--- src/rtl/core/atcs_pkg.sv ---
// shared types, widths and constants of the aging top-k capture scheduler
// no dependencies; used by every module through scoped names

package atcs_pkg;

    localparam int MaxSlots         = 16;
    localparam int NeverCapturedAge = 1000;

    localparam int SlotW    = 4;
    localparam int PrioW    = 16;
    localparam int AgeW     = 10;
    localparam int AgeSat   = 1023;
    localparam int FacW     = 18;
    localparam int FacOne   = 16;
    localparam int UKeyW    = 34;
    localparam int PKeyW    = 24;
    localparam int GainW    = 8;
    localparam int GainShift = 6;
    localparam int CntW     = 5;
    localparam int FrameW   = 32;
    localparam int CfgIdxW  = 3;
    localparam int CfgDataW = 8;

    localparam logic [CntW-1:0]     BudgetRst = 5'd1;
    localparam logic [CntW-1:0]     LimitRst  = 5'd3;
    localparam logic [CfgDataW-1:0] WeightRst = 8'd8;
    localparam logic [CfgDataW-1:0] GainRst   = 8'd96;
    localparam logic [CfgDataW-1:0] WarmupRst = 8'd2;

    typedef enum logic [CfgIdxW-1:0] {
        CFG_CAPTURE_BUDGET,
        CFG_ACTIVE_LIMIT,
        CFG_AGING_WEIGHT,
        CFG_HYSTERESIS_GAIN,
        CFG_WARMUP_FRAMES
    } cfg_idx_t;

    typedef enum logic [3:0] {
        ST_IDLE,
        ST_AGE,
        ST_FAC,
        ST_UKEY,
        ST_PKEY,
        ST_RANK_CAP,
        ST_RANK_ACT,
        ST_COMMIT,
        ST_EMIT
    } state_t;

    typedef struct packed {
        logic            start;
        logic [CntW-1:0] k;
    } rank_ctrl_t;

    typedef struct packed {
        logic busy;
        logic done;
    } rank_stat_t;

endpackage

--- src/rtl/core/aging_topk_capture_scheduler_unit.sv ---
// top level of the aging top-k capture scheduler
// depends on atcs_pkg and atcs_rank (shared top-k selector)
//
//  channel   ports                                         handshake
//  --------  --------------------------------------------  -------------------
//  input     s_action s_slot s_priority_req s_frame_end    s_valid / s_ready
//  result    m_out_slot m_capture m_active m_last_decision m_valid / m_ready
//  config    cfg_index cfg_wdata                           cfg_wr_en, no wait
//
//  an item without frame end leaves the unit idle; s_ready stays high
//  a frame end runs the key build (age, factor, usage key and priority key states
//  per slot) on the shared multiplier, two top-k runs, a commit state and an
//  emit walk over all slots; warmup skips build and ranking
//  the emit walk waits on m_ready; the last result may still sit in the
//  output register while the next item is taken; reset is synchronous, active low

module aging_topk_capture_scheduler_unit #(
    parameter int MAX_SLOTS = atcs_pkg::MaxSlots
) (
    input  logic                          aclk,
    input  logic                          aresetn,
    // input channel
    input  logic                          s_valid,
    output logic                          s_ready,
    input  logic                          s_action,
    input  logic [atcs_pkg::SlotW-1:0]    s_slot,
    input  logic [atcs_pkg::PrioW-1:0]    s_priority_req,
    input  logic                          s_frame_end,
    // result channel
    output logic                          m_valid,
    input  logic                          m_ready,
    output logic [atcs_pkg::SlotW-1:0]    m_out_slot,
    output logic                          m_capture,
    output logic                          m_active,
    output logic                          m_last_decision,
    // configuration writes
    input  logic                          cfg_wr_en,
    input  logic [atcs_pkg::CfgIdxW-1:0]  cfg_index,
    input  logic [atcs_pkg::CfgDataW-1:0] cfg_wdata
);

    localparam int IdxW = $clog2(MAX_SLOTS);
    localparam int CmpW = ((IdxW > atcs_pkg::SlotW) ? IdxW : atcs_pkg::SlotW) + 1;

    // configuration registers
    logic [atcs_pkg::CntW-1:0]     budget_reg;
    logic [atcs_pkg::CntW-1:0]     limit_reg;
    logic [atcs_pkg::CfgDataW-1:0] weight_reg;
    logic [atcs_pkg::GainW-1:0]    gain_reg;

    // per-slot state
    logic [atcs_pkg::PrioW-1:0]  prio_mem [MAX_SLOTS];
    logic [atcs_pkg::FrameW-1:0] cf_mem   [MAX_SLOTS];
    logic [atcs_pkg::UKeyW-1:0]  ukey_mem [MAX_SLOTS];
    logic [atcs_pkg::PKeyW-1:0]  pkey_mem [MAX_SLOTS];
    logic [MAX_SLOTS-1:0]        mask_reg;
    logic [MAX_SLOTS-1:0]        ever_reg;
    logic [MAX_SLOTS-1:0]        prev_act_reg;

    // frame bookkeeping
    logic [atcs_pkg::FrameW-1:0]   frame_reg;
    logic [atcs_pkg::FrameW-1:0]   cur_reg;
    logic [atcs_pkg::CfgDataW-1:0] warm_left_reg;

    // sequencer and datapath
    atcs_pkg::state_t            state_reg;
    atcs_pkg::state_t            state_next;
    logic [IdxW-1:0]             idx_reg;
    logic [atcs_pkg::AgeW-1:0]   age_reg;
    logic [atcs_pkg::PrioW-1:0]  prio_reg;
    logic [atcs_pkg::FacW-1:0]   fac_reg;
    logic [MAX_SLOTS-1:0]        cap_reg;
    logic [MAX_SLOTS-1:0]        act_reg;

    // output register
    logic                        m_valid_reg;
    logic [atcs_pkg::SlotW-1:0]  m_slot_reg;
    logic                        m_cap_reg;
    logic                        m_act_reg;
    logic                        m_last_reg;

    // item decode
    logic                 accept;
    logic                 in_range;
    logic [IdxW-1:0]      slot_idx;
    logic [MAX_SLOTS-1:0] slot_bit;
    logic [MAX_SLOTS-1:0] mask_after;
    logic                 warm_active;

    // shared multiplier
    logic [atcs_pkg::PrioW-1:0] mul_a;
    logic [atcs_pkg::FacW-1:0]  mul_b;
    logic [atcs_pkg::UKeyW-1:0] mul_prod;

    // age of the current slot
    logic [atcs_pkg::FrameW-1:0] frame_diff;
    logic [atcs_pkg::AgeW-1:0]   age_now;

    logic                 idx_last;
    logic [MAX_SLOTS-1:0] mask_hi;
    logic                 emit_hit;
    logic                 out_free;
    logic                 emit_step;
    logic                 emit_load;

    // ranking unit
    atcs_pkg::rank_ctrl_t       rank_ctrl;
    atcs_pkg::rank_stat_t       rank_stat;
    logic [IdxW-1:0]            rank_idx;
    logic [atcs_pkg::UKeyW-1:0] rank_key;
    logic [MAX_SLOTS-1:0]       rank_sel;
    logic [atcs_pkg::CntW-1:0]  budget_k;
    logic [atcs_pkg::CntW-1:0]  limit_k;

    // ------------------------------------------------------------------
    // item decode
    // ------------------------------------------------------------------
    assign s_ready  = (state_reg == atcs_pkg::ST_IDLE);
    assign accept   = s_valid & s_ready;
    assign in_range = (CmpW'(s_slot) < CmpW'(MAX_SLOTS));
    assign slot_idx = IdxW'(s_slot);
    assign slot_bit = in_range ? (MAX_SLOTS'(1) << slot_idx) : '0;

    // registration after this item is applied
    assign mask_after  = s_action ? (mask_reg & ~slot_bit) : (mask_reg | slot_bit);
    assign warm_active = (warm_left_reg != '0);

    // zero budget or limit acts as one
    assign budget_k = (budget_reg == '0) ? atcs_pkg::CntW'(1) : budget_reg;
    assign limit_k  = (limit_reg == '0) ? atcs_pkg::CntW'(1) : limit_reg;

    // ------------------------------------------------------------------
    // shared multiplier: weight*age, priority*factor, priority*gain
    // ------------------------------------------------------------------
    always_comb begin
        mul_a = prio_reg;
        mul_b = atcs_pkg::FacW'(gain_reg);
        case (state_reg)
            atcs_pkg::ST_FAC: begin
                mul_a = atcs_pkg::PrioW'(weight_reg);
                mul_b = atcs_pkg::FacW'(age_reg);
            end
            atcs_pkg::ST_UKEY: begin
                mul_b = fac_reg;
            end
            default: begin
                mul_b = atcs_pkg::FacW'(gain_reg);
            end
        endcase
    end

    assign mul_prod = atcs_pkg::UKeyW'(mul_a) * atcs_pkg::UKeyW'(mul_b);

    // frames since last capture, saturated; never captured uses a fixed age
    assign frame_diff = cur_reg - cf_mem[idx_reg];
    always_comb begin
        if (!ever_reg[idx_reg]) begin
            age_now = atcs_pkg::AgeW'(atcs_pkg::NeverCapturedAge);
        end else if (|frame_diff[atcs_pkg::FrameW-1:atcs_pkg::AgeW]) begin
            age_now = atcs_pkg::AgeW'(atcs_pkg::AgeSat);
        end else begin
            age_now = frame_diff[atcs_pkg::AgeW-1:0];
        end
    end

    assign idx_last = (idx_reg == IdxW'(MAX_SLOTS - 1));

    // emit walk: skip unregistered slots, wait when the output is full
    assign mask_hi   = mask_reg >> idx_reg;
    assign emit_hit  = mask_reg[idx_reg];
    assign out_free  = ~m_valid_reg | m_ready;
    assign emit_step = ~emit_hit | out_free;
    assign emit_load = (state_reg == atcs_pkg::ST_EMIT) & emit_hit & out_free;

    // ------------------------------------------------------------------
    // ranking unit, used once for capture and once for activity
    // ------------------------------------------------------------------
    assign rank_ctrl.start = ((state_reg == atcs_pkg::ST_PKEY) & idx_last)
                             | ((state_reg == atcs_pkg::ST_RANK_CAP) & rank_stat.done);
    assign rank_ctrl.k     = (state_reg == atcs_pkg::ST_PKEY) ? budget_k : limit_k;
    assign rank_key        = (state_reg == atcs_pkg::ST_RANK_CAP) ? ukey_mem[rank_idx]
                             : atcs_pkg::UKeyW'(pkey_mem[rank_idx]);

    atcs_rank #(
        .SLOTS (MAX_SLOTS),
        .KEY_W (atcs_pkg::UKeyW)
    ) u_rank (
        .aclk      (aclk),
        .aresetn   (aresetn),
        .ctrl      (rank_ctrl),
        .cand_mask (mask_reg),
        .key_idx   (rank_idx),
        .key_data  (rank_key),
        .stat      (rank_stat),
        .sel_mask  (rank_sel)
    );

    // ------------------------------------------------------------------
    // sequencer
    // ------------------------------------------------------------------
    always_ff @(posedge aclk) begin
        if (!aresetn) begin
            state_reg <= atcs_pkg::ST_IDLE;
        end else begin
            state_reg <= state_next;
        end
    end

    always_comb begin
        state_next = state_reg;
        case (state_reg)
            atcs_pkg::ST_IDLE: begin
                if (accept && s_frame_end) begin
                    state_next = warm_active ? atcs_pkg::ST_COMMIT : atcs_pkg::ST_AGE;
                end
            end
            atcs_pkg::ST_AGE:  state_next = atcs_pkg::ST_FAC;
            atcs_pkg::ST_FAC:  state_next = atcs_pkg::ST_UKEY;
            atcs_pkg::ST_UKEY: state_next = atcs_pkg::ST_PKEY;
            atcs_pkg::ST_PKEY: begin
                state_next = idx_last ? atcs_pkg::ST_RANK_CAP : atcs_pkg::ST_AGE;
            end
            atcs_pkg::ST_RANK_CAP: begin
                if (rank_stat.done) begin
                    state_next = atcs_pkg::ST_RANK_ACT;
                end
            end
            atcs_pkg::ST_RANK_ACT: begin
                if (rank_stat.done) begin
                    state_next = atcs_pkg::ST_COMMIT;
                end
            end
            atcs_pkg::ST_COMMIT: state_next = atcs_pkg::ST_EMIT;
            atcs_pkg::ST_EMIT: begin
                if (emit_step && idx_last) begin
                    state_next = atcs_pkg::ST_IDLE;
                end
            end
            default: state_next = atcs_pkg::ST_IDLE;
        endcase
    end

    // ------------------------------------------------------------------
    // configuration, registration and frame state
    // ------------------------------------------------------------------
    always_ff @(posedge aclk) begin
        if (!aresetn) begin
            budget_reg    <= atcs_pkg::BudgetRst;
            limit_reg     <= atcs_pkg::LimitRst;
            weight_reg    <= atcs_pkg::WeightRst;
            gain_reg      <= atcs_pkg::GainRst;
            warm_left_reg <= atcs_pkg::WarmupRst;
            mask_reg      <= '0;
            ever_reg      <= '0;
            prev_act_reg  <= '0;
            frame_reg     <= '0;
            idx_reg       <= '0;
        end else begin
            if (cfg_wr_en) begin
                case (atcs_pkg::cfg_idx_t'(cfg_index))
                    atcs_pkg::CFG_CAPTURE_BUDGET:  budget_reg <= cfg_wdata[atcs_pkg::CntW-1:0];
                    atcs_pkg::CFG_ACTIVE_LIMIT:    limit_reg  <= cfg_wdata[atcs_pkg::CntW-1:0];
                    atcs_pkg::CFG_AGING_WEIGHT:    weight_reg <= cfg_wdata;
                    atcs_pkg::CFG_HYSTERESIS_GAIN: gain_reg   <= cfg_wdata;
                    // a warmup write restarts the warmup count
                    atcs_pkg::CFG_WARMUP_FRAMES:   warm_left_reg <= cfg_wdata;
                    default: ;
                endcase
            end

            if (accept) begin
                mask_reg <= mask_after;
                if (s_action) begin
                    // unregister drops the slot's history too
                    ever_reg     <= ever_reg & ~slot_bit;
                    prev_act_reg <= prev_act_reg & ~slot_bit;
                end
                if (s_frame_end) begin
                    frame_reg <= frame_reg + atcs_pkg::FrameW'(1);
                    idx_reg   <= '0;
                    if (warm_active) begin
                        warm_left_reg <= warm_left_reg - atcs_pkg::CfgDataW'(1);
                    end
                end
            end

            case (state_reg)
                atcs_pkg::ST_PKEY: begin
                    idx_reg <= idx_reg + IdxW'(1);
                end
                atcs_pkg::ST_COMMIT: begin
                    ever_reg     <= ever_reg | cap_reg;
                    prev_act_reg <= act_reg;
                    idx_reg      <= '0;
                end
                atcs_pkg::ST_EMIT: begin
                    if (emit_step) begin
                        idx_reg <= idx_reg + IdxW'(1);
                    end
                end
                default: ;
            endcase
        end
    end

    // ------------------------------------------------------------------
    // payload storage and key build
    // ------------------------------------------------------------------
    always_ff @(posedge aclk) begin
        if (accept && in_range && !s_action) begin
            prio_mem[slot_idx] <= s_priority_req;
        end
        if (accept && s_frame_end) begin
            cur_reg <= frame_reg;
            // warmup captures and activates every registered slot
            if (warm_active) begin
                cap_reg <= mask_after;
                act_reg <= mask_after;
            end
        end

        case (state_reg)
            atcs_pkg::ST_AGE: begin
                age_reg  <= age_now;
                prio_reg <= prio_mem[idx_reg];
            end
            atcs_pkg::ST_FAC: begin
                // factor = 1.0 + weight*age, Q14.4
                fac_reg <= atcs_pkg::FacW'(mul_prod) + atcs_pkg::FacW'(atcs_pkg::FacOne);
            end
            atcs_pkg::ST_UKEY: begin
                ukey_mem[idx_reg] <= mul_prod;
            end
            atcs_pkg::ST_PKEY: begin
                // previously active slots get the hysteresis gain, others 1.0 in Q2.6
                pkey_mem[idx_reg] <= prev_act_reg[idx_reg]
                    ? atcs_pkg::PKeyW'(mul_prod)
                    : atcs_pkg::PKeyW'({prio_reg, atcs_pkg::GainShift'(0)});
            end
            atcs_pkg::ST_RANK_CAP: begin
                if (rank_stat.done) begin
                    cap_reg <= rank_sel;
                end
            end
            atcs_pkg::ST_RANK_ACT: begin
                if (rank_stat.done) begin
                    act_reg <= rank_sel;
                end
            end
            default: ;
        endcase
    end

    // captured slots record the closing frame
    always_ff @(posedge aclk) begin
        for (int i = 0; i < MAX_SLOTS; i++) begin
            if ((state_reg == atcs_pkg::ST_COMMIT) && cap_reg[i]) begin
                cf_mem[i] <= cur_reg;
            end
        end
    end

    // ------------------------------------------------------------------
    // output register
    // ------------------------------------------------------------------
    always_ff @(posedge aclk) begin
        if (!aresetn) begin
            m_valid_reg <= 1'b0;
        end else if (emit_load) begin
            m_valid_reg <= 1'b1;
        end else if (m_ready) begin
            m_valid_reg <= 1'b0;
        end
    end

    always_ff @(posedge aclk) begin
        if (emit_load) begin
            m_slot_reg <= atcs_pkg::SlotW'(idx_reg);
            m_cap_reg  <= cap_reg[idx_reg];
            m_act_reg  <= act_reg[idx_reg];
            // last when no registered slot lies above this one
            m_last_reg <= ~|mask_hi[MAX_SLOTS-1:1];
        end
    end

    assign m_valid         = m_valid_reg;
    assign m_out_slot      = m_slot_reg;
    assign m_capture       = m_cap_reg;
    assign m_active        = m_act_reg;
    assign m_last_decision = m_last_reg;

endmodule

--- src/rtl/core/atcs_rank.sv ---
// iterative top-k selector: repeated max extraction over a key table
// depends on atcs_pkg; keys are read one per cycle from the caller's storage

module atcs_rank #(
    parameter int SLOTS = atcs_pkg::MaxSlots,
    parameter int KEY_W = atcs_pkg::UKeyW
) (
    input  logic                   aclk,
    input  logic                   aresetn,
    input  atcs_pkg::rank_ctrl_t   ctrl,
    input  logic [SLOTS-1:0]       cand_mask,
    output logic [$clog2(SLOTS)-1:0] key_idx,
    input  logic [KEY_W-1:0]       key_data,
    output atcs_pkg::rank_stat_t   stat,
    output logic [SLOTS-1:0]       sel_mask
);

    localparam int IdxW = $clog2(SLOTS);

    logic                      busy_reg;
    logic                      done_reg;
    logic [IdxW-1:0]           scan_reg;
    logic                      best_valid_reg;
    logic [KEY_W-1:0]          best_key_reg;
    logic [IdxW-1:0]           best_idx_reg;
    logic [atcs_pkg::CntW-1:0] count_reg;
    logic [atcs_pkg::CntW-1:0] k_reg;
    logic [SLOTS-1:0]          sel_reg;

    logic            take;
    logic            pass_valid;
    logic [IdxW-1:0] pass_idx;
    logic            pass_end;
    logic            finish;

    // strict compare while scanning upward keeps ties on the lower slot
    assign take = cand_mask[scan_reg] & ~sel_reg[scan_reg]
                  & (~best_valid_reg | (key_data > best_key_reg));
    assign pass_valid = take | best_valid_reg;
    assign pass_idx   = take ? scan_reg : best_idx_reg;
    assign pass_end   = (scan_reg == IdxW'(SLOTS - 1));
    assign finish     = busy_reg & pass_end
                        & (~pass_valid | ((count_reg + atcs_pkg::CntW'(1)) == k_reg));

    always_ff @(posedge aclk) begin
        if (!aresetn) begin
            busy_reg       <= 1'b0;
            done_reg       <= 1'b0;
            scan_reg       <= '0;
            best_valid_reg <= 1'b0;
            count_reg      <= '0;
            sel_reg        <= '0;
        end else begin
            done_reg <= 1'b0;
            if (ctrl.start) begin
                busy_reg       <= 1'b1;
                scan_reg       <= '0;
                best_valid_reg <= 1'b0;
                count_reg      <= '0;
                sel_reg        <= '0;
            end else if (busy_reg) begin
                if (pass_end) begin
                    scan_reg       <= '0;
                    best_valid_reg <= 1'b0;
                    if (pass_valid) begin
                        sel_reg[pass_idx] <= 1'b1;
                        count_reg         <= count_reg + atcs_pkg::CntW'(1);
                    end
                    if (finish) begin
                        busy_reg <= 1'b0;
                        done_reg <= 1'b1;
                    end
                end else begin
                    scan_reg <= scan_reg + IdxW'(1);
                    if (take) begin
                        best_valid_reg <= 1'b1;
                    end
                end
            end
        end
    end

    // key and index of the running best, and the k of the run, payload only
    always_ff @(posedge aclk) begin
        if (ctrl.start) begin
            k_reg <= ctrl.k;
        end
        if (take) begin
            best_key_reg <= key_data;
            best_idx_reg <= scan_reg;
        end
    end

    assign key_idx   = scan_reg;
    assign sel_mask  = sel_reg;
    assign stat.busy = busy_reg;
    assign stat.done = done_reg;

endmodule

--- config.mk ---
export PLATFORM = sky130hd
export DESIGN_NAME = aging_topk_capture_scheduler_unit
export DESIGN_NICKNAME = d
export VERILOG_FILES = /design/src/rtl/core/atcs_pkg.sv /design/src/rtl/core/aging_topk_capture_scheduler_unit.sv /design/src/rtl/core/atcs_rank.sv
export SDC_FILE = /design/constraint.sdc
export NUM_CORES = 2
export LEC_CHECK = 0
export BUFFER_PORTS_ARGS = -buffer_cell sky130_fd_sc_hd__buf_2
export CORE_MARGIN = 2
export CORE_UTILIZATION = 57
export DETAILED_ROUTE_END_ITERATION = 10
export PLACE_DENSITY = 0.75
export SYNTH_ARGS = -nofsm -noshare
export SYNTH_HDL_FRONTEND = slang
export SYNTH_SLANG_ARGS = --single-unit
--- constraint.sdc ---
create_clock -name aclk -period 8.1 [get_ports aclk]
set_input_delay 1.62 -clock aclk [delete_from_list [all_inputs] [get_ports aclk]]
set_output_delay 1.62 -clock aclk [all_outputs]
set_load 0.01 [all_outputs]
-- Yosys cells after proc, flatten, opt, wreduce, memory -nomap -nowiden
Memory sizes are Yosys's and may differ from the RTL's. A register that Yosys moved wholly into a read port is not among the register bits.
Index checks and enable logic that the tools add are counted.
- memory bits (writable): 1696
- register bits after elaboration: 293
- bits of input ports: 38
- output and inout bits: 9
- memories: 4
- logic and storage cells: 254
- reduce and logical (&&, ||, !) cells: 45
- bitwise logic cells: 31
- multiplexer cells: 109
- shifts and indexed selects: 2
- multipliers: 1
- equal/unequal tests: 19
- add/sub/neg operators: 7
- order comparisons: 5
- memory list (memory ; depth ; width ; rd ports ; clocked after memory_dff ; write ports ; RTL line ; text):
    ukey_mem ; 16 ; 34 ; 1 ; 1 ; 1 ; aging_topk_capture_scheduler_unit.sv:54 ; logic [atcs_pkg::UKeyW-1:0] ukey_mem [MAX_SLOTS];
    cf_mem ; 16 ; 32 ; 1 ; 1 ; 16 ; aging_topk_capture_scheduler_unit.sv:53 ; logic [atcs_pkg::FrameW-1:0] cf_mem [MAX_SLOTS];
    pkey_mem ; 16 ; 24 ; 1 ; 1 ; 1 ; aging_topk_capture_scheduler_unit.sv:55 ; logic [atcs_pkg::PKeyW-1:0] pkey_mem [MAX_SLOTS];
    prio_mem ; 16 ; 16 ; 1 ; 1 ; 1 ; aging_topk_capture_scheduler_unit.sv:52 ; logic [atcs_pkg::PrioW-1:0] prio_mem [MAX_SLOTS];
- operators with widths (cell ; count):
    two-way mux 16 bit ; 16
    two-way mux 4 bit ; 14
    two-way mux 1 bit ; 55
    bitwise AND 16 bit ; 3
    OR 16 bit ; 3
    two-way mux 8 bit ; 5
    one-hot mux 18 bit (2 select lines) ; 1
    one-hot mux 4 bit (9 select lines) ; 1
    > comparator 34 bit ; 1
    multiplier 16 x 18 -> 34 bit ; 1
    two-way mux 34 bit ; 1
    adder 32 x 1 -> 32 bit, second input constant ; 1
    subtractor 32 bit ; 1
    binary-select mux 1 bit (select 4 bit) ; 7
    two-way mux 24 bit ; 1
    OR reduction 23 bit ; 1
    OR reduction 22 bit ; 1
    logical AND 1 bit ; 20
    two-way mux 5 bit ; 4
    adder 18 x 5 -> 18 bit, second input constant ; 1
    == test 4 x 3 -> 1 bit, second input constant ; 4
    inverter 16 bit ; 1
    << shifter 1 x 4 -> 16 bit, first input constant ; 1
    right shift 16 x 4 -> 16 bit ; 1
    31 further kinds ; 74

-- Depth between registers and ports, before layout
- depth in word-level cells: 13
- gate-level depth with buffers: 33
- gate-level depth less buffers: 28

-- Cells and area by module
From an unflattened synthesis, not the netlist that was laid out.
- cells, all modules: 5387
- area, all modules: 90307.9 um2
- by module, submodules not included (module ; times used ; cells an instance ; area an instance (um2) ; sequential area each (um2)):
    aging_topk_capture_scheduler_unit ; 1 ; 5020 ; 86414.1 ; 56524.2
    atcs_rank ; 1 ; 367 ; 3893.7 ; 1811.7

-- Least setup slack after synthesis
OpenSTA, ideal clock, no wires.
- path type: register -> register
- start point: reg state_reg[1]
- end point: mem ukey_mem[0][33] (netlist bit) (data pin)
- arrival: 8.411 ns
- setup slack: -0.608 ns
- period minus slack after synthesis: 8.708 ns
- buffers on the path: 5
- setup time: 0.297 ns
- required time: 7.803 ns
- stages on the path, launching flop included: 31
- path through: dfxtp_1 -> clkbuf_1 -> nor3b_1 -> nand2b_1 -> clkbuf_1 -> inv_1 -> clkbuf_1 -> nand2_1 -> nand2_1 -> clkbuf_1 -> nand2_1 -> fa_1 -> inv_1 -> fa_1 -> inv_1 -> fa_1 -> inv_1 -> fa_1 -> fa_1 -> fa_1 -> ha_1 -> clkbuf_1 -> a21oi_1 -> o21ai_0 -> a221o_1 -> or4b_2 -> nand2_1 -> a21oi_1 -> a221oi_1 -> a21oi_1 -> xnor2_1
- word-level cells in the longest chain between the ends: 3
- elaborated cells between the ends (all ways): 5
- those cells by class: 1 x mul; 2 x eq/ne; 2 x mux
- RTL lines (item ; RTL line ; text):
    start, declared ; aging_topk_capture_scheduler_unit.sv:66 ; atcs_pkg::state_t state_reg;
    start signal, assigned ; aging_topk_capture_scheduler_unit.sv:203 ; state_reg <= atcs_pkg::ST_IDLE;
    start signal, assigned ; aging_topk_capture_scheduler_unit.sv:205 ; state_reg <= state_next;
    == test 4 x 2 -> 1 bit ; aging_topk_capture_scheduler_unit.sv:138 ; case (state_reg)
    one-hot mux 18 bit (2 select lines) / two-way mux 16 bit (equally long branches) ; aging_topk_capture_scheduler_unit.sv:138 ;
    multiplier 16 x 18 -> 34 bit * ; aging_topk_capture_scheduler_unit.sv:152 ; assign mul_prod = atcs_pkg::UKeyW'(mul_a) * atcs_pkg::UKeyW'(mul_b);
    named net mul_prod, one bit ; aging_topk_capture_scheduler_unit.sv:93 ; logic [atcs_pkg::UKeyW-1:0] mul_prod;
    end, declared ; aging_topk_capture_scheduler_unit.sv:54 ;
The timed path passes the listed nets; every way through them passes the cells marked *.

-- Worst setup path in the final report
- start point: reg state_reg[3]
- end point: mem pkey_mem[8][23] (netlist bit) (data pin)
- word-level cells in the longest chain between the ends: 4
- elaborated cells between the ends (all ways): 6
- those cells by class: 1 x mul; 2 x eq/ne; 3 x mux
- RTL lines (item ; RTL line ; text):
    == test 4 x 2 -> 1 bit ; aging_topk_capture_scheduler_unit.sv:138 ;
    one-hot mux 18 bit (2 select lines) / two-way mux 16 bit (equally long branches) ; aging_topk_capture_scheduler_unit.sv:138 ;
    multiplier 16 x 18 -> 34 bit * ; aging_topk_capture_scheduler_unit.sv:152 ;
    named net mul_prod, one bit ; aging_topk_capture_scheduler_unit.sv:93 ;
    two-way mux 24 bit * ; aging_topk_capture_scheduler_unit.sv:337 ; ? atcs_pkg::PKeyW'(mul_prod)
    end, declared ; aging_topk_capture_scheduler_unit.sv:55 ;
Marks and branches as above.

==> flow_summary.toml <==
[drt]
drc = 0
vias = 49700
ant_nets = 0
finalWirelength_mm = 228
drt_iter0_markers = 5664
vias_per_cell = 6.37
post_drt_wl_per_cell_um = 29.2
dr.pass1.iters = 6

[critical_path]
cpPeakStageDelay_ns = 0.60
cp.buffers_inverters = 7
startpoint_type = "flop"
crit_fanout = 28
critPathCaptureType = "flop"
cp_top_family = "adder cells"
path_class = "flop to flop"
cp.required_ns = 8.62
critPathArrivalTime_ns = 8.36
cpMostUsedCell = "fa_1"
slowest_stage = "nor3_1"

[cells_and_area]
drive_above_1_share_pct = 21.5
area_growth_pct = 11.7
final_cell_count_no_fill = 7798
final_cell_area_um2 = 100000
largestRegisters = "ukey_mem x544, cf_mem x512, pkey_mem x384"
final_common_cell = "edfxtp_1"
largest_register = "ukey_mem"
layout.cells.most_common_list = "edfxtp_1 (1818), mux4_2 (555), nand2_1 (414)"
largest_reg_flops = 544
layout.nets = 6013

[synth]
synth_flop_cell = "edfxtp_1"
syn_nets = 5818
syn-instance-count = 5377
yosysUniqueCellTypes = 75
synth-seq-area-share_pct = 65.0
async_flop_share_pct = 0
synthTopCellsByArea = "edfxtp_1 (61%), mux4_2 (14%), fa_1 (5.0%)"
synth-seq-cells = 2009
synth_edf_count = 1818
synth.top_cell.area_share_pct = 60.8
synth.largest_area_cell = "edfxtp_1"
synth_area_um2 = 89800
yosysWarnings = 0
synth.avg_cell_area_um2 = 16.7

[place]
dp.cells = 7431
io_buffers = 46
placed_area_um2 = 93600
place_ws_ns = -0.0739
dp_hpwl_mm = 140
globalplace.congestion = 0.983

[clock_network]
clockRootBuffer = "clkbuf_16"
cts_buffer_depth = 3
cts_tree = "yes"
h-tree-depth = 4
path_clk_slew_ns = 0.06
clock_sinks = 2009
cts_inserted_buffers = 194
insertion_delay_ns = 0.84

[timing]
timing.slew.headroom_pct = 19.0
min_period_ns = 7.84
fin_crit_sh_pct = 96.7
hold_viol = 0
setup_slack_ns = 0.264
drv_slew = 0
clock_skew_ns = 0.0804
hold_slack_ns = 0.457
worst_slew_pin_slew_ns = 1.21
setup_violations = 0
clock.fmax_mhz = 128

[global_route]
grt_max_degree = 96
track_usage_pct = 28.4
grt_pass1_wl_mm = 335
grt.overflow.total = 0
grt_antenna_before_repair = 13
grt_pass1_vias = 50800

[die]
chipWidth_um = 401
die_area_um2 = 161000
die_h_um = 401
ioPinCount = 47
coreArea_um2 = 156000
start_util_pct = 57.4
num_rows = 145

[pwr]
irDropWorstVdd_mv = 1.73
p_total_w = 0.0478
cellPowerDensity_nw_per_um2 = 477
p_leak_nw = 33.7

[hold_path]
hold_class = "flop to flop"

[outcome]
outcome = "finished, final reports clean"

[run]
maxCapViolCount = 0
worst paths after layout:
path	from	endpoint	slack, ns	cells after the start
worst max-delay path	state_reg[3]	pkey_mem[8][23]	0.26	26
worst max register to register	state_reg[3]	pkey_mem[8][23]	0.26	26
worst min-delay path	prev_act_reg[3]	prev_act_reg[3]	0.46	2
worst min register to register	prev_act_reg[3]	prev_act_reg[3]	0.46	2
power breakdown:
part	leakage, nW	switching (W)	internal (W)
Clock	3.15	0.00390	0.00524
Sequential	17.8	0.000337	0.0175
Combinational	12.7	0.0141	0.00677
Total	33.7	0.0183	0.0295
cell families (layout without fill, tap and decap cells):
kind of cell	after synthesis	after routing	share of synthesized area, %
muxes	640	640	14.9
xor gates and xnor gates	96	97	0.945
AOI/OAI and AO/OA	500	500	3.43
and+or+nand+nor	1116	1116	5.61
buffers and inverters	613	968	2.57
other	0	7	0
adders and majority gates	403	403	7.48
DFF	2009	2009	65.0
layout make-up:
| type | instances | area [um^2] |
|---|---|---|
| timing repair buffer | 250 | 1960 |
| sequential | 2009 | 58400 |
| antenna | 7 | 17.5 |
| tap | 2058 | 2570 |
| clock buffer | 246 | 5110 |
| clock inverter | 111 | 1370 |
| inverter | 361 | 1360 |
| fill | 10600 | 56100 |
| multi-input combinational | 2756 | 29500 |
worst register-to-register path: stages (launching register included):
cell and delay [ns]:
dfxtp_1 0.34, nor3b_4 0.28, nand2b_1 0.14, buf_4 0.26, mux2i_1 0.19, buf_4 0.25
nor2_1 0.10, fa_1 0.53, inv_1 0.05, fa_1 0.47, fa_1 0.52, inv_1 0.06
fa_1 0.49, fa_1 0.49, inv_1 0.05, fa_1 0.47, inv_1 0.04, ha_1 0.28
buf_4 0.13, nand2_1 0.08, a21oi_1 0.13, o41ai_1 0.13, nor3_1 0.61, or4b_2 0.26
nand2_1 0.08, xnor2_1 0.54, and2_1 0.60
cell usage after synthesis (9+ instances only):
| cell | count |
|---|---|
| a211oi_1 | 22 |
| a21o_1 | 23 |
| a21oi_1 | 197 |
| a221oi_1 | 9 |
| a311oi_1 | 11 |
| a31oi_1 | 12 |
| and2_1 | 90 |
| and3_1 | 29 |
| buf_1 | 70 |
| clkbuf_1 | 181 |
| dfxtp_1 | 191 |
| edfxtp_1 | 1818 |
| fa_1 | 223 |
| ha_1 | 180 |
| inv_1 | 360 |
| mux2_2 | 43 |
| mux2i_1 | 42 |
| mux4_2 | 555 |
| nand2_1 | 416 |
| nand2b_1 | 35 |
| nand3_1 | 50 |
| nand4_1 | 40 |
| nor2_1 | 344 |
| nor2b_1 | 23 |
| nor3_1 | 27 |
| nor4_1 | 13 |
| o211ai_1 | 12 |
| o21a_1 | 20 |
| o21ai_0 | 110 |
| o22ai_1 | 11 |
| or3_1 | 13 |
| xnor2_1 | 63 |
| xor2_1 | 32 |
through the flow:
| stage | TNS, ns | utilization (%) |
|---|---|---|
| floorplan | 0 | - |
| global placement | 0 | 59.9 |
| detailed placement | -1.92 | 59.9 |
| CTS | 0 | 64.0 |
| global route | -0.888 | 64.1 |
| finish | 0 | 64.2 |
per-layer routing:
metal  wire (um)  global-route usage (%)  up-vias
li1            -                       -    20900
met1       86200                    38.0    25800
met2      114000                    47.4     2421
met3       18000                    4.41      499
met4        9890                    11.6        8
met5          51                       0        -
what timing repair did:
| item | in CTS | in global routing |
|---|---|---|
| buffers inserted | 0 | 1 |
| gates resized for setup | 3 | 22 |
| setup endpoints to repair | 48 | 224 |
| gates cloned | 0 | 2 |
| pin swaps | 0 | 1 |
| hold buffers | 0 | 0 |
No activity file was read; power rests on OpenSTA's default activity.
